### config.mk
export PLATFORM = sky130hd
export DESIGN_NAME = form_query_decoder
export DESIGN_NICKNAME = d
export VERILOG_FILES = /design/src/sv/fqd_pkg.sv /design/src/sv/form_query_decoder.sv /design/src/sv/fqd_front.sv /design/src/sv/fqd_queue.sv /design/src/sv/fqd_back.sv
export SDC_FILE = /design/constraint.sdc
export NUM_CORES = 1
export LEC_CHECK = 0
export BUFFER_PORTS_ARGS = -buffer_cell sky130_fd_sc_hd__clkbuf_2
export CELL_PAD_IN_SITES_DETAIL_PLACEMENT = 0
export CELL_PAD_IN_SITES_GLOBAL_PLACEMENT = 1
export CORE_MARGIN = 2
export CORE_UTILIZATION = 50
export DETAILED_ROUTE_END_ITERATION = 10
export HOLD_SLACK_MARGIN = 0.1
export PLACE_DENSITY_LB_ADDON = 0.1
export SLEW_MARGIN = 10
export SYNTH_ARGS = -nofsm -noshare
export SYNTH_HDL_FRONTEND = slang
export SYNTH_SLANG_ARGS = --single-unit
### constraint.sdc
create_clock -name clk -period 14.61 [get_ports clk]
set_input_delay 1.461 -clock clk [delete_from_list [all_inputs] [get_ports clk]]
set_output_delay 1.461 -clock clk [all_outputs]
set_load 0.02 [all_outputs]
### src/sv/fqd_pkg.sv
package fqd_pkg;

    localparam int MAX_RES = 5;
    localparam int CNT_W   = 3;

    localparam logic [7:0] CH_AMP   = 8'h26;
    localparam logic [7:0] CH_EQ    = 8'h3D;
    localparam logic [7:0] CH_PCT   = 8'h25;
    localparam logic [7:0] CH_PLUS  = 8'h2B;
    localparam logic [7:0] CH_LBR   = 8'h5B;
    localparam logic [7:0] CH_RBR   = 8'h5D;
    localparam logic [7:0] CH_SPACE = 8'h20;

    localparam logic [1:0] KIND_KEY     = 2'd0;
    localparam logic [1:0] KIND_VALUE   = 2'd1;
    localparam logic [1:0] KIND_COMMIT  = 2'd2;
    localparam logic [1:0] KIND_DISCARD = 2'd3;

    typedef struct packed {
        logic [7:0] in_byte;
        logic       is_last;
    } fqd_in_t;

    typedef struct packed {
        logic [1:0] out_kind;
        logic [7:0] out_byte;
        logic       array_key;
        logic       end_of_run;
    } fqd_out_t;

    // all results caused by one input byte
    typedef struct packed {
        logic [CNT_W-1:0]             cnt;
        fqd_out_t [MAX_RES-1:0]       res;
    } fqd_bundle_t;

    // {valid, value}
    function automatic logic [4:0] hex_decode(input logic [7:0] c);
        logic [4:0] r;
        r = 5'd0;
        if (c >= 8'h30 && c <= 8'h39) begin
            r = {1'b1, 4'(c - 8'h30)};
        end else if (c >= 8'h61 && c <= 8'h66) begin
            r = {1'b1, 4'(c - 8'h57)};
        end else if (c >= 8'h41 && c <= 8'h46) begin
            r = {1'b1, 4'(c - 8'h37)};
        end
        return r;
    endfunction

    function automatic logic [7:0] plain_byte(input logic [7:0] c);
        return (c == CH_PLUS) ? CH_SPACE : c;
    endfunction

    function automatic fqd_out_t make_out(input logic [1:0] kind, input logic [7:0] b,
                                          input logic arr);
        fqd_out_t o;
        o.out_kind   = kind;
        o.out_byte   = b;
        o.array_key  = arr;
        o.end_of_run = 1'b0;
        return o;
    endfunction

endpackage

### src/sv/form_query_decoder.sv
// channel   direction  payload       handshake
// byte      in         fqd_in_t      byte_valid / byte_stall
// result    out        fqd_out_t     result_valid / result_stall
//
// one byte a cycle is taken while the bundle queue has room
// a byte's results (up to five) leave one per cycle from the back end
// while result_stall is low; bursts fill the queue
// byte_stall rises only when the queue (QUEUE_DEPTH bundles) is full
// reset: parser returns to key phase with no open escape, queue empties
module form_query_decoder
    import fqd_pkg::*;
#(
    parameter int QUEUE_DEPTH = 2
)
(
    input  logic     clk,
    input  logic     rst_n,
    input  logic     byte_valid,
    output logic     byte_stall,
    input  fqd_in_t  byte_data,
    output logic     result_valid,
    input  logic     result_stall,
    output fqd_out_t result_data
);

    logic        accept, push, full, pop, nonempty;
    fqd_bundle_t push_data, pop_data;

    assign byte_stall = full;
    assign accept     = byte_valid && !full;

    fqd_front u_front (
        .clk    (clk),
        .rst_n  (rst_n),
        .accept (accept),
        .data   (byte_data),
        .push   (push),
        .bundle (push_data)
    );

    fqd_queue #(
        .DEPTH (QUEUE_DEPTH)
    ) u_queue (
        .clk       (clk),
        .rst_n     (rst_n),
        .push      (push),
        .push_data (push_data),
        .full      (full),
        .pop       (pop),
        .nonempty  (nonempty),
        .pop_data  (pop_data)
    );

    fqd_back u_back (
        .clk          (clk),
        .rst_n        (rst_n),
        .nonempty     (nonempty),
        .pop_data     (pop_data),
        .pop          (pop),
        .result_valid (result_valid),
        .result_stall (result_stall),
        .result_data  (result_data)
    );

    a_no_overflow: assert property (@(posedge clk) disable iff (!rst_n)
        push |-> !full)
        else $error("bundle pushed into full queue");

    a_no_underflow: assert property (@(posedge clk) disable iff (!rst_n)
        pop |-> nonempty)
        else $error("bundle popped from empty queue");

    // results of one byte leave without gaps
    a_run_contiguous: assert property (@(posedge clk) disable iff (!rst_n)
        (result_valid && !result_stall && !result_data.end_of_run) |=> result_valid)
        else $error("gap inside a result run");

    a_marker_byte_zero: assert property (@(posedge clk) disable iff (!rst_n)
        (result_valid && (result_data.out_kind == KIND_COMMIT
                          || result_data.out_kind == KIND_DISCARD))
        |-> (result_data.out_byte == 8'd0))
        else $error("pair marker carries a byte");

endmodule

### src/sv/fqd_front.sv
module fqd_front
    import fqd_pkg::*;
(
    input  logic        clk,
    input  logic        rst_n,
    input  logic        accept,
    input  fqd_in_t     data,
    output logic        push,
    output fqd_bundle_t bundle
);

    typedef enum logic [1:0] {ESC_IDLE, ESC_HI, ESC_LO} esc_t;

    esc_t       esc_reg, esc_next;
    logic       ivp_reg, ivp_next;
    logic [3:0] hn_reg, hn_next;
    logic [1:0] kl_reg, kl_next;
    logic [7:0] h0_reg, h0_next;
    logic [7:0] h1_reg, h1_next;

    logic [CNT_W-1:0] n;
    fqd_out_t [MAX_RES-1:0] res;
    logic [4:0] hx;
    logic [1:0] nd;
    logic [7:0] d0, d1, b, c;
    logic       arr;

    always_comb
    begin
        c        = data.in_byte;
        ivp_next = ivp_reg;
        esc_next = esc_reg;
        hn_next  = hn_reg;
        kl_next  = kl_reg;
        h0_next  = h0_reg;
        h1_next  = h1_reg;
        n        = '0;
        res      = '0;
        nd       = 2'd0;
        d0       = 8'd0;
        d1       = 8'd0;
        b        = 8'd0;
        hx       = hex_decode(c);
        arr      = 1'b0;

        if (!ivp_next && c == CH_EQ) begin
            arr = (kl_next == 2'd3) && (h0_next == CH_LBR) && (h1_next == CH_RBR);
            if (!arr) begin
                if (kl_next != 2'd0) begin
                    res[n] = make_out(KIND_KEY, h0_next, 1'b0);
                    n      = n + 3'd1;
                end
                if (kl_next[1]) begin
                    res[n] = make_out(KIND_KEY, h1_next, 1'b0);
                    n      = n + 3'd1;
                end
            end
            ivp_next = 1'b1;
        end else if (c == CH_AMP) begin
            arr = (kl_next == 2'd3) && (h0_next == CH_LBR) && (h1_next == CH_RBR);
            if (!ivp_next && !arr) begin
                if (kl_next != 2'd0) begin
                    res[n] = make_out(KIND_KEY, h0_next, 1'b0);
                    n      = n + 3'd1;
                end
                if (kl_next[1]) begin
                    res[n] = make_out(KIND_KEY, h1_next, 1'b0);
                    n      = n + 3'd1;
                end
            end
            res[n]   = make_out(KIND_COMMIT, 8'd0, arr);
            n        = n + 3'd1;
            ivp_next = 1'b0;
            kl_next  = 2'd0;
        end else if (c == CH_PCT) begin
            esc_next = ESC_HI;
        end else begin
            case (esc_next)
                ESC_HI:
                begin
                    if (!hx[4]) begin
                        esc_next = ESC_IDLE;
                        d0       = plain_byte(c);
                        nd       = 2'd1;
                    end else begin
                        hn_next  = hx[3:0];
                        esc_next = ESC_LO;
                    end
                end
                ESC_LO:
                begin
                    esc_next = ESC_IDLE;
                    if (!hx[4]) begin
                        // bad low digit: high nibble alone, then the byte itself
                        d0 = {hn_next, 4'd0};
                        d1 = plain_byte(c);
                        nd = 2'd2;
                    end else begin
                        d0 = {hn_next, hx[3:0]};
                        nd = 2'd1;
                    end
                end
                default:
                begin
                    d0 = plain_byte(c);
                    nd = 2'd1;
                end
            endcase
        end

        // key bytes go through a two-deep hold line so a trailing [] can be dropped
        for (int i = 0; i < 2; i++) begin
            if (2'(i) < nd) begin
                b = (i == 0) ? d0 : d1;
                if (ivp_next) begin
                    res[n] = make_out(KIND_VALUE, b, 1'b0);
                    n      = n + 3'd1;
                end else begin
                    if (kl_next[1]) begin
                        res[n]  = make_out(KIND_KEY, h0_next, 1'b0);
                        n       = n + 3'd1;
                        h0_next = h1_next;
                        h1_next = b;
                    end else if (kl_next == 2'd1) begin
                        h1_next = b;
                    end else begin
                        h0_next = b;
                    end
                    if (kl_next != 2'd3) begin
                        kl_next = kl_next + 2'd1;
                    end
                end
            end
        end

        if (data.is_last) begin
            if (kl_next != 2'd0) begin
                arr = (kl_next == 2'd3) && (h0_next == CH_LBR) && (h1_next == CH_RBR);
                if (!ivp_next && !arr) begin
                    res[n] = make_out(KIND_KEY, h0_next, 1'b0);
                    n      = n + 3'd1;
                    if (kl_next[1]) begin
                        res[n] = make_out(KIND_KEY, h1_next, 1'b0);
                        n      = n + 3'd1;
                    end
                end
                res[n] = make_out(KIND_COMMIT, 8'd0, arr);
                n      = n + 3'd1;
            end else begin
                res[n] = make_out(KIND_DISCARD, 8'd0, 1'b0);
                n      = n + 3'd1;
            end
            ivp_next = 1'b0;
            esc_next = ESC_IDLE;
            hn_next  = 4'd0;
            kl_next  = 2'd0;
        end

        if (n != '0) begin
            res[n - 3'd1].end_of_run = 1'b1;
        end
    end

    assign bundle.cnt = n;
    assign bundle.res = res;
    assign push       = accept && (n != '0);

    always_ff @(posedge clk or negedge rst_n)
    begin
        if (!rst_n) begin
            esc_reg <= ESC_IDLE;
            ivp_reg <= 1'b0;
            hn_reg  <= 4'd0;
            kl_reg  <= 2'd0;
        end else if (accept) begin
            esc_reg <= esc_next;
            ivp_reg <= ivp_next;
            hn_reg  <= hn_next;
            kl_reg  <= kl_next;
        end
    end

    always_ff @(posedge clk)
    begin
        if (accept) begin
            h0_reg <= h0_next;
            h1_reg <= h1_next;
        end
    end

endmodule

### src/sv/fqd_queue.sv
module fqd_queue
    import fqd_pkg::*;
#(
    parameter int DEPTH = 2
)
(
    input  logic        clk,
    input  logic        rst_n,
    input  logic        push,
    input  fqd_bundle_t push_data,
    output logic        full,
    input  logic        pop,
    output logic        nonempty,
    output fqd_bundle_t pop_data
);

    localparam int PTR_W = (DEPTH > 1) ? $clog2(DEPTH) : 1;
    localparam int CNT_QW = $clog2(DEPTH + 1);

    fqd_bundle_t       mem_reg [DEPTH];
    logic [PTR_W-1:0]  wr_ptr_reg, rd_ptr_reg;
    logic [CNT_QW-1:0] count_reg;

    assign full     = (count_reg == CNT_QW'(DEPTH));
    assign nonempty = (count_reg != '0);
    assign pop_data = mem_reg[rd_ptr_reg];

    always_ff @(posedge clk)
    begin
        if (push) begin
            mem_reg[wr_ptr_reg] <= push_data;
        end
    end

    always_ff @(posedge clk or negedge rst_n)
    begin
        if (!rst_n) begin
            wr_ptr_reg <= '0;
            rd_ptr_reg <= '0;
            count_reg  <= '0;
        end else begin
            if (push) begin
                wr_ptr_reg <= (wr_ptr_reg == PTR_W'(DEPTH - 1)) ? '0 : wr_ptr_reg + 1'b1;
            end
            if (pop) begin
                rd_ptr_reg <= (rd_ptr_reg == PTR_W'(DEPTH - 1)) ? '0 : rd_ptr_reg + 1'b1;
            end
            if (push && !pop) begin
                count_reg <= count_reg + 1'b1;
            end else if (pop && !push) begin
                count_reg <= count_reg - 1'b1;
            end
        end
    end

endmodule

### src/sv/fqd_back.sv
module fqd_back
    import fqd_pkg::*;
(
    input  logic        clk,
    input  logic        rst_n,
    input  logic        nonempty,
    input  fqd_bundle_t pop_data,
    output logic        pop,
    output logic        result_valid,
    input  logic        result_stall,
    output fqd_out_t    result_data
);

    fqd_bundle_t      cur_reg;
    logic [CNT_W-1:0] idx_reg;
    logic             busy_reg;
    logic             taken, done;

    assign result_valid = busy_reg;
    assign result_data  = cur_reg.res[idx_reg];
    assign taken        = busy_reg && !result_stall;
    assign done         = taken && (idx_reg == cur_reg.cnt - 3'd1);
    // next bundle loads as the last beat of the current one leaves
    assign pop          = nonempty && (!busy_reg || done);

    always_ff @(posedge clk or negedge rst_n)
    begin
        if (!rst_n) begin
            busy_reg <= 1'b0;
            idx_reg  <= '0;
        end else if (pop) begin
            busy_reg <= 1'b1;
            idx_reg  <= '0;
        end else if (done) begin
            busy_reg <= 1'b0;
        end else if (taken) begin
            idx_reg <= idx_reg + 3'd1;
        end
    end

    always_ff @(posedge clk)
    begin
        if (pop) begin
            cur_reg <= pop_data;
        end
    end

endmodule
==> impl_results.html, run 1 <==
<table>
<tr><th>Metric</th><th>Value</th></tr>
<tr><th colspan="2">Final layout</th></tr>
<tr><td>Flip-flop count of the largest register, all copies and words added</td><td>126</td></tr>
<tr><td>Area overhead of the layout relative to synthesis</td><td>9.672%</td></tr>
<tr><td>Final standard cell area without fillers</td><td>13,410 um2</td></tr>
<tr><td>Count of inserted antenna diode cells</td><td>0</td></tr>
<tr><td>Fraction of final layout cells with drive strength greater than 1</td><td>17.67%</td></tr>
<tr><td>Total number of nets in the final design</td><td>1,073</td></tr>
<tr><td>Fin util</td><td>55.45%</td></tr>
<tr><th colspan="2">Worst hold path</th></tr>
<tr><td>HP Class</td><td>reg2reg</td></tr>
<tr><th colspan="2">Timing</th></tr>
<tr><td>Hold violation count in the final report</td><td>0</td></tr>
<tr><td>Relative slew slack</td><td>21.44%</td></tr>
<tr><td>Unrepaired setup endpoints after global routing</td><td>no</td></tr>
<tr><td>Setup violations, final</td><td>0</td></tr>
<tr><td>Share of the clock period used by the worst path after layout</td><td>55.28%</td></tr>
<tr><td>Maximum operating frequency</td><td>123.8 MHz</td></tr>
<tr><td>Pins Over Slew Limit</td><td>0</td></tr>
<tr><td>Final-layout setup total negative slack</td><td>0 ps</td></tr>
<tr><td>Worst-case clock skew</td><td>9.752 ps</td></tr>
<tr><td>Worst Tran Pin Value</td><td>1176 ps</td></tr>
<tr><td>Crit path time final</td><td>8076 ps</td></tr>
<tr><th colspan="2">Logic synthesis</th></tr>
<tr><td>Area fraction of the dominant cell type after synthesis</td><td>50.36%</td></tr>
<tr><td>Sequential area share after synthesis</td><td>53.84%</td></tr>
<tr><td>Most common flop cell mapped by yosys</td><td>sky130_fd_sc_hd__edfxtp_1</td></tr>
<tr><td>Syn avg cell area</td><td>11.86 um2</td></tr>
<tr><td>Synthesis Warnings</td><td>0</td></tr>
<tr><td>Number of enable-type register cells in the synthesized netlist</td><td>205</td></tr>
<tr><td>Main area contributors after synthesis</td><td>sky130_fd_sc_hd__edfxtp_1 50%, sky130_fd_sc_hd__mux2_2 6.1%, sky130_fd_sc_hd__dfrtp_1 3.5%</td></tr>
<tr><td>Synthesized cell area</td><td>12,220 um2</td></tr>
<tr><td>Number of distinct library cell variants in the gate-level netlist after synthesis</td><td>92</td></tr>
<tr><td>Most instantiated library cell after synthesis</td><td>sky130_fd_sc_hd__edfxtp_1</td></tr>
<tr><td>Mapped Cells</td><td>1,031</td></tr>
<tr><td>Syn Nets</td><td>1,064</td></tr>
<tr><td>Register bit count reported by yosys</td><td>222</td></tr>
<tr><td>Cell accounting for the most synthesized area</td><td>sky130_fd_sc_hd__edfxtp_1</td></tr>
<tr><td>Proportion of synthesized flip-flops having asynchronous set or reset</td><td>7.658%</td></tr>
<tr><td>Top cell types by occurrence after synthesis</td><td>205 x sky130_fd_sc_hd__edfxtp_1, 78 x sky130_fd_sc_hd__nand2_1, 69 x sky130_fd_sc_hd__nor2_1</td></tr>
<tr><th colspan="2">GRT</th></tr>
<tr><td>Largest net degree at the start of global routing</td><td>69</td></tr>
<tr><td>Number of antenna violations at the first check in global routing</td><td>0</td></tr>
<tr><td>Global router's overall resource usage</td><td>26.06%</td></tr>
<tr><td>Global-route wire length before repair</td><td>51.27 mm</td></tr>
<tr><td>Overflow left after global routing</td><td>0</td></tr>
<tr><td>Via count of the first global-routing pass</td><td>8,387</td></tr>
<tr><th colspan="2">Pwr</th></tr>
<tr><td>Static leakage power</td><td>4.680 nW</td></tr>
<tr><td>Design Power</td><td>0.002830 W</td></tr>
<tr><td>Maximum VDD drop</td><td>0.1379 mV</td></tr>
<tr><td>Pwr/cell area</td><td>211.1 nW/um2</td></tr>
<tr><th colspan="2">Critical path</th></tr>
<tr><td>Critical path cell sequence</td><td>clkbuf_2 -&gt; inv_1 -&gt; ha_1 -&gt; nand2_1 -&gt; o32ai_2 -&gt; a22o_1 -&gt; nor4_4 -&gt; mux2i_1 -&gt; o21ai_1 -&gt; nor4_1 -&gt; nor4b_4 -&gt; o21ai_0 -&gt; and2_1 -&gt; ha_1 -&gt; nand2_1 -&gt; nand3_1 -&gt; o21ai_0 -&gt; ha_1 -&gt; ha_1 -&gt; nor2_1 -&gt; and2_2 -&gt; buf_4</td></tr>
<tr><td>Slowest-stage cell, CP</td><td>sky130_fd_sc_hd__nor4_4</td></tr>
<tr><td>Endpoint kind of the worst setup timing path</td><td>register</td></tr>
<tr><td>Critical path's largest stage delay</td><td>930 ps</td></tr>
<tr><td>Most frequent cell on the critical path</td><td>sky130_fd_sc_hd__ha_1</td></tr>
<tr><td>Startpoint Class</td><td>primary input</td></tr>
<tr><td>WP data arrival</td><td>8220 ps</td></tr>
<tr><td>Setup Crit Path Kind</td><td>in2reg</td></tr>
<tr><td>Worst path required time</td><td>14,750 ps</td></tr>
<tr><td>Largest fanout on the critical path</td><td>53</td></tr>
<tr><th colspan="2">Clock network</th></tr>
<tr><td>Post-cts resize count</td><td>0</td></tr>
<tr><td>CTS HTree Levels</td><td>1</td></tr>
<tr><td>Buffer type at the clock tree root</td><td>sky130_fd_sc_hd__clkbuf_16</td></tr>
<tr><td>Clock buffer depth</td><td>3</td></tr>
<tr><td>Post-CTS setup buffer count</td><td>0</td></tr>
<tr><td>Clock transition time at the flip-flop clock pins of the worst setup and hold paths</td><td>60 ps</td></tr>
<tr><td>Clk sinks</td><td>222</td></tr>
<tr><td>CTS tree</td><td>yes</td></tr>
<tr><td>Latest clock arrival within the worst-skew pair</td><td>510 ps</td></tr>
<tr><td>Hold buffer count at CTS</td><td>0</td></tr>
<tr><td>Total CTS buffers</td><td>24</td></tr>
<tr><th colspan="2">Drt</th></tr>
<tr><td>DR DRC count</td><td>0</td></tr>
<tr><td>Number of nets with antenna violations after routing</td><td>0</td></tr>
<tr><td>DRT Pass-1 Iters</td><td>7</td></tr>
<tr><td>DRC marker count from the first detailed-route iteration</td><td>911</td></tr>
<tr><td>Post-DR wirelength/cell</td><td>24.18 um</td></tr>
<tr><td>Via count of the routed design</td><td>8,832</td></tr>
<tr><td>Total routed wirelength</td><td>33.42 mm</td></tr>
<tr><td>Average via count per standard cell</td><td>6.391</td></tr>
<tr><th colspan="2">Place</th></tr>
<tr><td>Total placed instance area</td><td>12,620 um2</td></tr>
<tr><td>Number of I/O port buffers</td><td>26</td></tr>
<tr><td>GP Congestion</td><td>0.9892</td></tr>
<tr><td>Placed wire-length estimate</td><td>24.09 mm</td></tr>
<tr><th colspan="2">Die</th></tr>
<tr><td>Count of pins on the block boundary</td><td>27</td></tr>
<tr><td>X dimension of the die</td><td>160.4 um</td></tr>
<tr><td>Area of the die</td><td>25,720 um2</td></tr>
<tr><td>Effective utilization at floorplan</td><td>50.56%</td></tr>
<tr><td>Die H</td><td>160.4 um</td></tr>
<tr><td>Core area</td><td>24,180 um2</td></tr>
<tr><td>Site Rows</td><td>57</td></tr>
<tr><th colspan="2">Job</th></tr>
<tr><td>Total of max-cap violations</td><td>0</td></tr>
<tr><th colspan="2">Status</th></tr>
<tr><td>Result of the run</td><td>completed</td></tr>
</table>
-- layer usage --
layer / routed length (um) / up-vias / track usage [%] / share of wire (%)
li1: - / 4085 / - / -
met1: 14820 / 4293 / 36.81 / 44
met2: 15520 / 379 / 42.68 / 46
met3: 2160 / 75 / 3.461 / 6.5
met4: 918 / 0 / 7.289 / 2.7
met5: 0 / - / 0 / 0
-- worst paths after layout --
| path | startpoint | endpoint | slack (ps) | cells past startpoint |
|---|---|---|---|---|
| min | u_queue.wr_ptr_reg | u_queue.wr_ptr_reg | 500 | 1 |
| max in group asynchronous | rst_n | u_queue.rd_ptr_reg | 13370 | 1 |
| min reg2reg | u_queue.wr_ptr_reg | u_queue.wr_ptr_reg | 500 | 1 |
| max reg2reg | u_front.kl_reg[1] | u_queue.mem_reg[1][15] | 6770 | 25 |
| max | byte_data[2] | u_queue.mem_reg[1][15] | 6530 | 22 |
| min in group asynchronous | rst_n | u_front.hn_reg[2] | 890 | 1 |
-- cell type report --
type                            instances  area (um2)
Inverter                               33       123.9
Clock inverter                         15       147.6
Tap cell                              324       405.4
Timing Repair Buffer                   36       205.2
Fill cell                            2041       10770
Clock buffer                           29       640.6
Sequential cell                       222        6583
Multi-Input combinational cell        723        5301
-- critical path: cells and delay by family --
family,cells,cell delay (ps)
and+or+nand+nor,9,3110
AOI/OAI and AO/OA,5,1350
adders and majority gates,4,1030
buffers and inverters,3,860
muxes,1,380
-- power breakdown --
| group | internal (W) | total [W] | switching (W) |
|---|---|---|---|
| clock network | 0.000352 | 0.000600 | 0.000248 |
| registers | 0.000975 | 0.00106 | 0.0000813 |
| logic | 0.000416 | 0.00117 | 0.000758 |
| total | 0.00174 | 0.00283 | 0.00109 |
-- metrics by stage --
stage / std cells / setup slack (ps) / hold WS, ps
6_report: 1382 / 6534 / 503.8
5_1_grt: 1382 / 6012 / 533.2
4_1_cts: 1382 / 6612 / 507.0
3_5_place_dp: 1338 / 6128 / 495.6
3_3_place_gp: 1338 / 6252 / 499.1
2_1_floorplan: 1031 / 3896 / 448.9
-- kinds of logic (layout without fill, tap and decap cells) --
logic type      Yosys count  in the layout  synth area share [%]
fa+ha+maj                20             20                 2.047
buf+inv                  86            113                 2.917
compound gates          272            272                 16.81
xor+xnor                 24             24                 2.129
mux                     106            106                 9.355
flops                   222            222                 53.84
simple gates            301            301                 12.91
-- cells in the final DEF, fill, tap and decap left out, types with 5 or more instances in the layout --
cell / synthesis / routed
sky130_fd_sc_hd__edfxtp_1: 205 / 205
sky130_fd_sc_hd__nand2_1: 78 / 78
sky130_fd_sc_hd__nor2_1: 69 / 68
sky130_fd_sc_hd__mux2_2: 66 / 66
sky130_fd_sc_hd__a21oi_1: 42 / 42
sky130_fd_sc_hd__mux2i_1: 40 / 40
sky130_fd_sc_hd__nor3_1: 38 / 36
sky130_fd_sc_hd__a22oi_1: 32 / 32
sky130_fd_sc_hd__inv_1: 29 / 29
sky130_fd_sc_hd__nand3_1: 29 / 29
sky130_fd_sc_hd__o21ai_0: 27 / 27
sky130_fd_sc_hd__clkbuf_2: 1 / 26
sky130_fd_sc_hd__o22ai_1: 25 / 25
sky130_fd_sc_hd__clkbuf_16: 0 / 25
sky130_fd_sc_hd__ha_1: 20 / 20
sky130_fd_sc_hd__dfrtp_1: 17 / 16
sky130_fd_sc_hd__xnor2_1: 14 / 14
sky130_fd_sc_hd__o32ai_1: 13 / 13
sky130_fd_sc_hd__and2_1: 13 / 12
sky130_fd_sc_hd__o31ai_1: 12 / 12
sky130_fd_sc_hd__a32o_1: 10 / 10
sky130_fd_sc_hd__a2bb2oi_1: 10 / 10
sky130_fd_sc_hd__buf_4: 5 / 10
sky130_fd_sc_hd__and3_1: 8 / 8
sky130_fd_sc_hd__a221oi_1: 8 / 8
sky130_fd_sc_hd__a31oi_1: 7 / 7
sky130_fd_sc_hd__a22o_1: 7 / 7
sky130_fd_sc_hd__or4_1: 7 / 7
sky130_fd_sc_hd__o221ai_1: 7 / 7
sky130_fd_sc_hd__nor4_1: 6 / 6
sky130_fd_sc_hd__xor2_1: 6 / 6
sky130_fd_sc_hd__o22a_1: 6 / 6
sky130_fd_sc_hd__or2_2: 5 / 5
sky130_fd_sc_hd__a211oi_1: 5 / 5
sky130_fd_sc_hd__nor3b_1: 5 / 5
sky130_fd_sc_hd__o21ai_2: 5 / 5
sky130_fd_sc_hd__nand3b_1: 5 / 5
sky130_fd_sc_hd__nor4b_1: 5 / 5
sky130_fd_sc_hd__a32oi_1: 5 / 5
Power figures use the tool's default switching activity.
==> run 2, diff against run 1 <==
==> constraint.sdc (replaced) <==
create_clock -name clk -period 8.38 [get_ports clk]
set_input_delay 0.838 -clock clk [delete_from_list [all_inputs] [get_ports clk]]
set_output_delay 0.838 -clock clk [all_outputs]
set_load 0.02 [all_outputs]
==> run 2 against run 1 <==
Compared with the run above: global-route usage rose by 0.36 points; highest routed layer unchanged; power rose by 75%; worst setup slack got worse by 5200 ps; largest cell class unchanged.
==> impl_results.html, run 2 (synthesized netlist as in run 1, its figures left out) <==
<table>
<tr><th>Metric</th><th>Value</th></tr>
<tr><th colspan="2">Timing</th></tr>
<tr><td>Share of the clock period used by the worst path after layout</td><td>84.49%</td></tr>
<tr><td>Worst-case clock skew</td><td>33.70 ps (+23.94 ps)</td></tr>
<tr><td>Setup violations, final</td><td>0 (unchanged)</td></tr>
<tr><td>Worst Tran Pin Value</td><td>1134 ps (-42.00 ps)</td></tr>
<tr><td>Final-layout setup total negative slack</td><td>0 ps (unchanged)</td></tr>
<tr><td>Worst hold slack</td><td>285.1 ps (-218.7 ps)</td></tr>
<tr><td>Hold violation count in the final report</td><td>0 (unchanged)</td></tr>
<tr><td>Unrepaired setup endpoints after global routing</td><td>no</td></tr>
<tr><td>Relative slew slack</td><td>24.25% (+2.8 points)</td></tr>
<tr><td>Crit path time final</td><td>7080 ps</td></tr>
<tr><td>Pins Over Slew Limit</td><td>0 (unchanged)</td></tr>
<tr><td>Maximum operating frequency</td><td>141.2 MHz</td></tr>
<tr><th colspan="2">Critical path</th></tr>
<tr><td>Worst path required time</td><td>8580 ps (-6170 ps)</td></tr>
<tr><td>Largest fanout on the critical path</td><td>28 (-47%)</td></tr>
<tr><td>Slack of the worst reg-to-reg path</td><td>1300 ps (-5470 ps)</td></tr>
<tr><td>Endpoint kind of the worst setup timing path</td><td>register</td></tr>
<tr><td>Setup Crit Path Kind</td><td>reg2reg</td></tr>
<tr><td>WP data arrival</td><td>7280 ps (-940 ps)</td></tr>
<tr><td>FF-to-FF End</td><td>u_queue.mem_reg[1][9]</td></tr>
<tr><td>Depth of the most critical reg-to-reg path</td><td>25 (unchanged)</td></tr>
<tr><td>Startpoint Class</td><td>register</td></tr>
<tr><td>Beginning of the worst register-to-register path</td><td>u_front.h1_reg[7]</td></tr>
<tr><th colspan="2">Job</th></tr>
<tr><td>Total of max-cap violations</td><td>0 (unchanged)</td></tr>
<tr><th colspan="2">GRT</th></tr>
<tr><td>Largest net degree at the start of global routing</td><td>69 (unchanged)</td></tr>
<tr><td>Overflow left after global routing</td><td>0 (unchanged)</td></tr>
<tr><td>Met3 Track Usage GR</td><td>3.435% (-0.026 points)</td></tr>
<tr><td>Peak-usage layer in the global routing report</td><td>met2</td></tr>
<tr><td>Number of antenna violations at the first check in global routing</td><td>0 (unchanged)</td></tr>
<tr><td>Met2 track utilization from global routing</td><td>43.31% (+0.63 points)</td></tr>
<tr><td>Global-route met1 utilization</td><td>36.79% (about the same)</td></tr>
<tr><td>Global router's overall resource usage</td><td>26.41% (+0.36 points)</td></tr>
<tr><td>Global-route wire length before repair</td><td>52.35 mm (+2.1%)</td></tr>
<tr><td>Via count of the first global-routing pass</td><td>8,637 (+3.0%)</td></tr>
<tr><th colspan="2">Final layout</th></tr>
<tr><td>Total number of nets in the final design</td><td>1,084 (+1.0%)</td></tr>
<tr><td>Leading cell type in the layout, fill and taps excluded</td><td>sky130_fd_sc_hd__edfxtp_1</td></tr>
<tr><td>Most used cells in the layout excluding fill and tap cells</td><td>205 x sky130_fd_sc_hd__edfxtp_1, 78 x sky130_fd_sc_hd__nand2_1, 68 x sky130_fd_sc_hd__nor2_1</td></tr>
<tr><td>Area overhead of the layout relative to synthesis</td><td>10.44%</td></tr>
<tr><td>Fill cell count</td><td>2,062 (+1.0%)</td></tr>
<tr><td>Flip-flop count of the largest register, all copies and words added</td><td>126 (unchanged)</td></tr>
<tr><td>Fraction of final layout cells with drive strength greater than 1</td><td>18.33% (+0.66 points)</td></tr>
<tr><td>Count of inserted antenna diode cells</td><td>0 (unchanged)</td></tr>
<tr><td>Final non-filler cell total</td><td>1,393 (+0.80%)</td></tr>
<tr><th colspan="2">Place</th></tr>
<tr><td>Cells after DPL</td><td>1,349 (+0.82%)</td></tr>
<tr><td>Placed wire-length estimate</td><td>24.54 mm (+1.9%)</td></tr>
<tr><td>Number of I/O port buffers</td><td>26 (unchanged)</td></tr>
<tr><td>GP Congestion</td><td>0.9430 (-4.7%)</td></tr>
<tr><th colspan="2">Clock network</th></tr>
<tr><td>Clock transition time at the flip-flop clock pins of the worst setup and hold paths</td><td>70 ps (about the same)</td></tr>
<tr><td>Hold buffer count at CTS</td><td>0 (unchanged)</td></tr>
<tr><td>Post-cts resize count</td><td>0 (unchanged)</td></tr>
<tr><td>CTS HTree Levels</td><td>1 (unchanged)</td></tr>
<tr><td>Latest clock arrival within the worst-skew pair</td><td>530 ps (+20 ps)</td></tr>
<tr><td>Clock buffer depth</td><td>3 (unchanged)</td></tr>
<tr><td>Clk sinks</td><td>222 (unchanged)</td></tr>
<tr><td>CTS tree</td><td>yes</td></tr>
<tr><td>Buffer type at the clock tree root</td><td>sky130_fd_sc_hd__clkbuf_16</td></tr>
<tr><td>Post-CTS setup buffer count</td><td>0 (unchanged)</td></tr>
<tr><td>Total CTS buffers</td><td>24 (unchanged)</td></tr>
<tr><th colspan="2">Drt</th></tr>
<tr><td>DRT Pass-1 Iters</td><td>5 (-2)</td></tr>
<tr><td>DRC marker count from the first detailed-route iteration</td><td>845 (-7.2%)</td></tr>
<tr><td>Total routed wirelength</td><td>33.84 mm (+1.3%)</td></tr>
<tr><td>Via count of the routed design</td><td>8,939 (+1.2%)</td></tr>
<tr><td>Number of nets with antenna violations after routing</td><td>0 (unchanged)</td></tr>
<tr><td>Post-DR wirelength/cell</td><td>24.29 um (+0.45%)</td></tr>
<tr><td>DR DRC count</td><td>0 (unchanged)</td></tr>
<tr><td>Average via count per standard cell</td><td>6.417 (+0.41%)</td></tr>
<tr><th colspan="2">Die</th></tr>
<tr><td>Area of the die</td><td>25,720 um2 (unchanged)</td></tr>
<tr><td>X dimension of the die</td><td>160.4 um (unchanged)</td></tr>
<tr><td>Site Rows</td><td>57 (unchanged)</td></tr>
<tr><td>Core area</td><td>24,180 um2 (unchanged)</td></tr>
<tr><td>Effective utilization at floorplan</td><td>50.56% (unchanged)</td></tr>
<tr><td>Die H</td><td>160.4 um (unchanged)</td></tr>
<tr><td>Count of pins on the block boundary</td><td>27 (unchanged)</td></tr>
<tr><th colspan="2">Pwr</th></tr>
<tr><td>Pwr/cell area</td><td>367.3 nW/um2 (+74%)</td></tr>
<tr><td>Maximum VDD drop</td><td>0.3940 mV (+190%)</td></tr>
<tr><td>Static leakage power</td><td>4.740 nW (+1.3%)</td></tr>
<tr><th colspan="2">Status</th></tr>
<tr><td>Result of the run</td><td>completed</td></tr>
<tr><th colspan="2">Worst hold path</th></tr>
<tr><td>HP Class</td><td>in2async</td></tr>
</table>
[run 2: cell count changes in the layout (fill, tap and decap cells not counted), sizes merged]
cell	change
clkinv	+4
clkinvlp	-3
inv	-2
buf	+11
clkbuf	+1
[run 2: where the power goes]
group | leakage, nW | internal [W] | switching (W) | total, W
Sequential | 2.13 | 0.00170 | 0.000142 | 0.00184
Combinational | 2.23 | 0.000760 | 0.00134 | 0.00210
Clock | 0.379 | 0.000593 | 0.000424 | 0.00102
[run 2: worst max-delay path, cell delays in order (launching register included)]
cell and delay [ps]:
sky130_fd_sc_hd__edfxtp_1 490, sky130_fd_sc_hd__nand4bb_1 240, sky130_fd_sc_hd__nor3_1 570, sky130_fd_sc_hd__a21oi_1 240
sky130_fd_sc_hd__nand2_1 160, sky130_fd_sc_hd__ha_1 240, sky130_fd_sc_hd__a32o_1 250, sky130_fd_sc_hd__ha_1 300
sky130_fd_sc_hd__mux2_2 310, sky130_fd_sc_hd__ha_1 270, sky130_fd_sc_hd__and3_1 150, sky130_fd_sc_hd__a21oi_1 270
sky130_fd_sc_hd__inv_1 190, sky130_fd_sc_hd__ha_1 510, sky130_fd_sc_hd__xnor2_1 160, sky130_fd_sc_hd__nand3_1 140
sky130_fd_sc_hd__and2_1 190, sky130_fd_sc_hd__ha_1 270, sky130_fd_sc_hd__nand2_1 40, sky130_fd_sc_hd__nand3_1 80
sky130_fd_sc_hd__o21ai_0 140, sky130_fd_sc_hd__ha_1 250, sky130_fd_sc_hd__ha_1 260, sky130_fd_sc_hd__nor2_1 230
sky130_fd_sc_hd__and2_2 530, sky130_fd_sc_hd__buf_12 270
[run 2: area by class of cell]
type	count	area, um2	share of cell area [%]
sequential	222	6583	48.76
multi-input combinational	723	5303	39.28
clock buffer	30	623.1	4.615
tap	324	405.4	3.003
timing repair buffer	47	325.3	2.410
clock inverter	14	137.6	1.019
inverter	33	123.9	0.9175
[run 2: per-stage QoR]
step	cell area [um2]	power [W]	setup slack [ps]	util, %
final	13500	0.004958	1300	55.84
after global routing	13500	0.005223	879.1	55.84
after detailed placement	12740	0.003928	976.4	52.69
after floorplan	12230	0.003300	210.1	-
after global placement	12740	0.003917	1160	52.69
after CTS	13500	0.004958	1384	55.84
[run 2: how the worst max path moves through the flow]
stage | start | to | slack, ps
5_1_grt | u_front.h1_reg[7] | u_queue.mem_reg[1][9] | 880
2_1_floorplan | byte_data[2] | u_queue.mem_reg[0][0] | 210
3_3_place_gp | byte_data[2] | u_queue.mem_reg[1][39] | 1160
6_report | u_front.h1_reg[7] | u_queue.mem_reg[1][9] | 1300
3_5_place_dp | byte_data[2] | u_queue.mem_reg[1][38] | 980
4_1_cts | u_front.h1_reg[5] | u_queue.mem_reg[1][9] | 1380
[run 2: layer usage]
metal  vias up  part of all wire [%]
li1       4108                     -
met1      4400                    44
met2       345                    47
met3        86                   5.9
met4         0                   3.5
met5         -                     0
==> run 3, diff against run 2 <==
==> constraint.sdc (replaced) <==
create_clock -name clk -period 7.15 [get_ports clk]
set_input_delay 0.715 -clock clk [delete_from_list [all_inputs] [get_ports clk]]
set_output_delay 0.715 -clock clk [all_outputs]
set_load 0.02 [all_outputs]
==> run 3 against run 2 <==
Compared with the run above: worst setup slack got worse by 690 ps; first-iteration DRC count did not move; sequential power rose by 18%; die area did not move; non-clock buffer count rose by 21; largest cell class unchanged.
==> impl_results.html, run 3 (synthesized netlist as in run 1, its figures left out) <==
<table>
<tr><th>Metric</th><th>Value</th></tr>
<tr><th colspan="2">Timing</th></tr>
<tr><td>Crit path time final</td><td>6537 ps (-543.6 ps)</td></tr>
<tr><td>Share of the clock period used by the worst path after layout</td><td>91.42% (+6.9 points)</td></tr>
<tr><td>Pins Over Slew Limit</td><td>0 (unchanged)</td></tr>
<tr><td>Maximum operating frequency</td><td>153.0 MHz (+8.3%)</td></tr>
<tr><td>Unrepaired setup endpoints after global routing</td><td>no</td></tr>
<tr><td>Setup violations, final</td><td>0 (unchanged)</td></tr>
<tr><td>Hold violation count in the final report</td><td>0 (unchanged)</td></tr>
<tr><td>Relative slew slack</td><td>23.53% (-0.72 points)</td></tr>
<tr><td>Final setup slack of the worst path</td><td>613.1 ps (-686.4 ps)</td></tr>
<tr><td>Final-layout setup total negative slack</td><td>0 ps (unchanged)</td></tr>
<tr><td>Worst Tran Pin Value</td><td>1138 ps (+4.348 ps)</td></tr>
<tr><td>Worst-case clock skew</td><td>21.79 ps (-11.90 ps)</td></tr>
<tr><th colspan="2">Critical path</th></tr>
<tr><td>Worst path required time</td><td>7330 ps (-1250 ps)</td></tr>
<tr><td>Slack of the worst reg-to-reg path</td><td>610 ps (-690 ps)</td></tr>
<tr><td>Setup Crit Path Kind</td><td>reg2reg</td></tr>
<tr><td>Largest fanout on the critical path</td><td>56 (+100%)</td></tr>
<tr><td>Endpoint kind of the worst setup timing path</td><td>register</td></tr>
<tr><td>WP data arrival</td><td>6710 ps (-570 ps)</td></tr>
<tr><td>Startpoint Class</td><td>register</td></tr>
<tr><th colspan="2">Drt</th></tr>
<tr><td>Total routed wirelength</td><td>34.47 mm (+1.9%)</td></tr>
<tr><td>DR DRC count</td><td>0 (unchanged)</td></tr>
<tr><td>Number of nets with antenna violations after routing</td><td>0 (unchanged)</td></tr>
<tr><td>Post-DR wirelength/cell</td><td>24.39 um (+0.42%)</td></tr>
<tr><td>DRT Pass-1 Iters</td><td>5 (unchanged)</td></tr>
<tr><td>Average via count per standard cell</td><td>6.354 (-0.99%)</td></tr>
<tr><td>DRC marker count from the first detailed-route iteration</td><td>845 (unchanged)</td></tr>
<tr><td>Via count of the routed design</td><td>8,978 (+0.44%)</td></tr>
<tr><th colspan="2">Pwr</th></tr>
<tr><td>Static leakage power</td><td>4.834 nW (+2.0%)</td></tr>
<tr><td>Pwr/cell area</td><td>430.3 nW/um2 (+17%)</td></tr>
<tr><td>Maximum VDD drop</td><td>0.3050 mV (-23%)</td></tr>
<tr><th colspan="2">GRT</th></tr>
<tr><td>Overflow left after global routing</td><td>0 (unchanged)</td></tr>
<tr><td>Number of antenna violations at the first check in global routing</td><td>0 (unchanged)</td></tr>
<tr><td>Largest net degree at the start of global routing</td><td>69 (unchanged)</td></tr>
<tr><td>Global router's overall resource usage</td><td>27.04% (+0.63 points)</td></tr>
<tr><td>Via count of the first global-routing pass</td><td>8,737 (+1.2%)</td></tr>
<tr><td>Global-route wire length before repair</td><td>53.41 mm (+2.0%)</td></tr>
<tr><th colspan="2">Clock network</th></tr>
<tr><td>CTS HTree Levels</td><td>1 (unchanged)</td></tr>
<tr><td>Clk sinks</td><td>222 (unchanged)</td></tr>
<tr><td>Total CTS buffers</td><td>24 (unchanged)</td></tr>
<tr><td>Post-CTS setup buffer count</td><td>0 (unchanged)</td></tr>
<tr><td>Hold buffer count at CTS</td><td>0 (unchanged)</td></tr>
<tr><td>Post-cts resize count</td><td>0 (unchanged)</td></tr>
<tr><td>Clock transition time at the flip-flop clock pins of the worst setup and hold paths</td><td>60 ps (about the same)</td></tr>
<tr><td>Buffer type at the clock tree root</td><td>sky130_fd_sc_hd__clkbuf_16</td></tr>
<tr><td>CTS tree</td><td>yes</td></tr>
<tr><td>Latest clock arrival within the worst-skew pair</td><td>520 ps (about the same)</td></tr>
<tr><td>Clock buffer depth</td><td>3 (unchanged)</td></tr>
<tr><th colspan="2">Final layout</th></tr>
<tr><td>Leading cell type in the layout, fill and taps excluded</td><td>sky130_fd_sc_hd__edfxtp_1</td></tr>
<tr><td>Area overhead of the layout relative to synthesis</td><td>11.89%</td></tr>
<tr><td>Fraction of final layout cells with drive strength greater than 1</td><td>19.56% (+1.2 points)</td></tr>
<tr><td>Fill cell count</td><td>2,066 (+0.19%)</td></tr>
<tr><td>Most used cells in the layout excluding fill and tap cells</td><td>205 x sky130_fd_sc_hd__edfxtp_1, 78 x sky130_fd_sc_hd__nand2_1, 68 x sky130_fd_sc_hd__nor2_1</td></tr>
<tr><td>Total number of nets in the final design</td><td>1,105 (+1.9%)</td></tr>
<tr><td>Footprint of the multi-input gates</td><td>5303 um2 (unchanged)</td></tr>
<tr><td>Area taken by flip-flops and latches</td><td>6583 um2 (unchanged)</td></tr>
<tr><td>Count of inserted antenna diode cells</td><td>0 (unchanged)</td></tr>
<tr><td>Flip-flop count of the largest register, all copies and words added</td><td>126 (unchanged)</td></tr>
<tr><th colspan="2">Die</th></tr>
<tr><td>X dimension of the die</td><td>160.4 um (unchanged)</td></tr>
<tr><td>Core area</td><td>24,180 um2 (unchanged)</td></tr>
<tr><td>Effective utilization at floorplan</td><td>50.56% (unchanged)</td></tr>
<tr><td>Count of pins on the block boundary</td><td>27 (unchanged)</td></tr>
<tr><td>Die H</td><td>160.4 um (unchanged)</td></tr>
<tr><td>Area of the die</td><td>25,720 um2 (unchanged)</td></tr>
<tr><td>Site Rows</td><td>57 (unchanged)</td></tr>
<tr><th colspan="2">Status</th></tr>
<tr><td>Result of the run</td><td>completed</td></tr>
<tr><th colspan="2">Job</th></tr>
<tr><td>Total of max-cap violations</td><td>0 (unchanged)</td></tr>
<tr><th colspan="2">Place</th></tr>
<tr><td>Worst setup slack after placement</td><td>389.8 ps (-586.6 ps)</td></tr>
<tr><td>Number of I/O port buffers</td><td>26 (unchanged)</td></tr>
<tr><td>Placed wire-length estimate</td><td>25.27 mm (+3.0%)</td></tr>
<tr><td>GP Congestion</td><td>0.9497 (+0.71%)</td></tr>
<tr><th colspan="2">Worst hold path</th></tr>
<tr><td>HP Class</td><td>in2async</td></tr>
</table>
## run 3: where the power goes
group	total, W	internal (W)	switching (W)	leakage (nW)
combinational	0.00251	0.000943	0.00157	2.34
clock	0.00120	0.000717	0.000480	0.362
sequential	0.00218	0.00199	0.000191	2.13
total	0.00589	0.00365	0.00224	4.83
## run 3: critical path, stage by stage, from the launching register on
cell	delay, ps
sky130_fd_sc_hd__dfrtp_1	530
sky130_fd_sc_hd__nand2_1	220
sky130_fd_sc_hd__nor4b_1	370
sky130_fd_sc_hd__buf_4	200
sky130_fd_sc_hd__a21oi_1	110
sky130_fd_sc_hd__nand2_1	140
sky130_fd_sc_hd__ha_1	230
sky130_fd_sc_hd__a32o_1	260
sky130_fd_sc_hd__ha_1	310
sky130_fd_sc_hd__mux2_2	310
sky130_fd_sc_hd__ha_1	280
sky130_fd_sc_hd__and3_1	150
sky130_fd_sc_hd__a21oi_1	250
sky130_fd_sc_hd__inv_1	200
sky130_fd_sc_hd__ha_1	340
sky130_fd_sc_hd__xnor2_1	170
sky130_fd_sc_hd__nand3_1	160
sky130_fd_sc_hd__and2_1	200
sky130_fd_sc_hd__ha_1	180
sky130_fd_sc_hd__nand3b_1	150
sky130_fd_sc_hd__a31oi_1	280
sky130_fd_sc_hd__xnor2_1	110
sky130_fd_sc_hd__ha_1	290
sky130_fd_sc_hd__nor2_1	230
sky130_fd_sc_hd__and2_2	220
sky130_fd_sc_hd__buf_12	280
## run 3: metrics by stage
step / total power, W / instances / util (%) / area (um2) / hold WS [ps]
6_report: 0.005886 / 1413 / 56.58 / 13680 / 162.4
5_1_grt: 0.006216 / 1413 / 56.58 / 13680 / 186.6
4_1_cts: 0.005903 / 1413 / 56.58 / 13680 / 175.0
3_5_place_dp: 0.004691 / 1370 / 53.40 / 12910 / 530.9
3_3_place_gp: 0.004673 / 1370 / 53.40 / 12910 / 525.3
2_1_floorplan: 0.003865 / 1031 / - / 12240 / 419.4
## run 3: cell type report
type                       count  area share (%)
sequential                   222           48.12
multi-input combinational    723           38.77
clock buffer                  34           4.821
timing repair buffer          68           3.622
tap                          324           2.964
inverter                      33          0.9056
clock inverter                 9          0.7958
## run 3: final timing paths
path                                        startpoint                     end  cells past startpoint
worst min register to register  u_queue.mem_reg[1][33]      u_back.cur_reg[33]                      1
max in group asynchronous                        rst_n      u_queue.rd_ptr_reg                      1
worst max-delay path                 u_front.kl_reg[0]  u_queue.mem_reg[1][38]                     25
worst min-delay path                             rst_n      u_front.esc_reg[1]                      1
worst max register to register       u_front.kl_reg[0]  u_queue.mem_reg[1][38]                     25
min in group clk                          result_stall     u_back.result_valid                      3
## run 3: routing by layer
| metal | vias up | share of wire (%) | track usage, % |
|---|---|---|---|
| li1 | 4161 | - | - |
| met1 | 4424 | 44 | 37.40 |
| met2 | 324 | 49 | 45.77 |
| met3 | 69 | 5.0 | 2.944 |
| met4 | 0 | 2.7 | 7.412 |
| met5 | - | 0 | 0 |
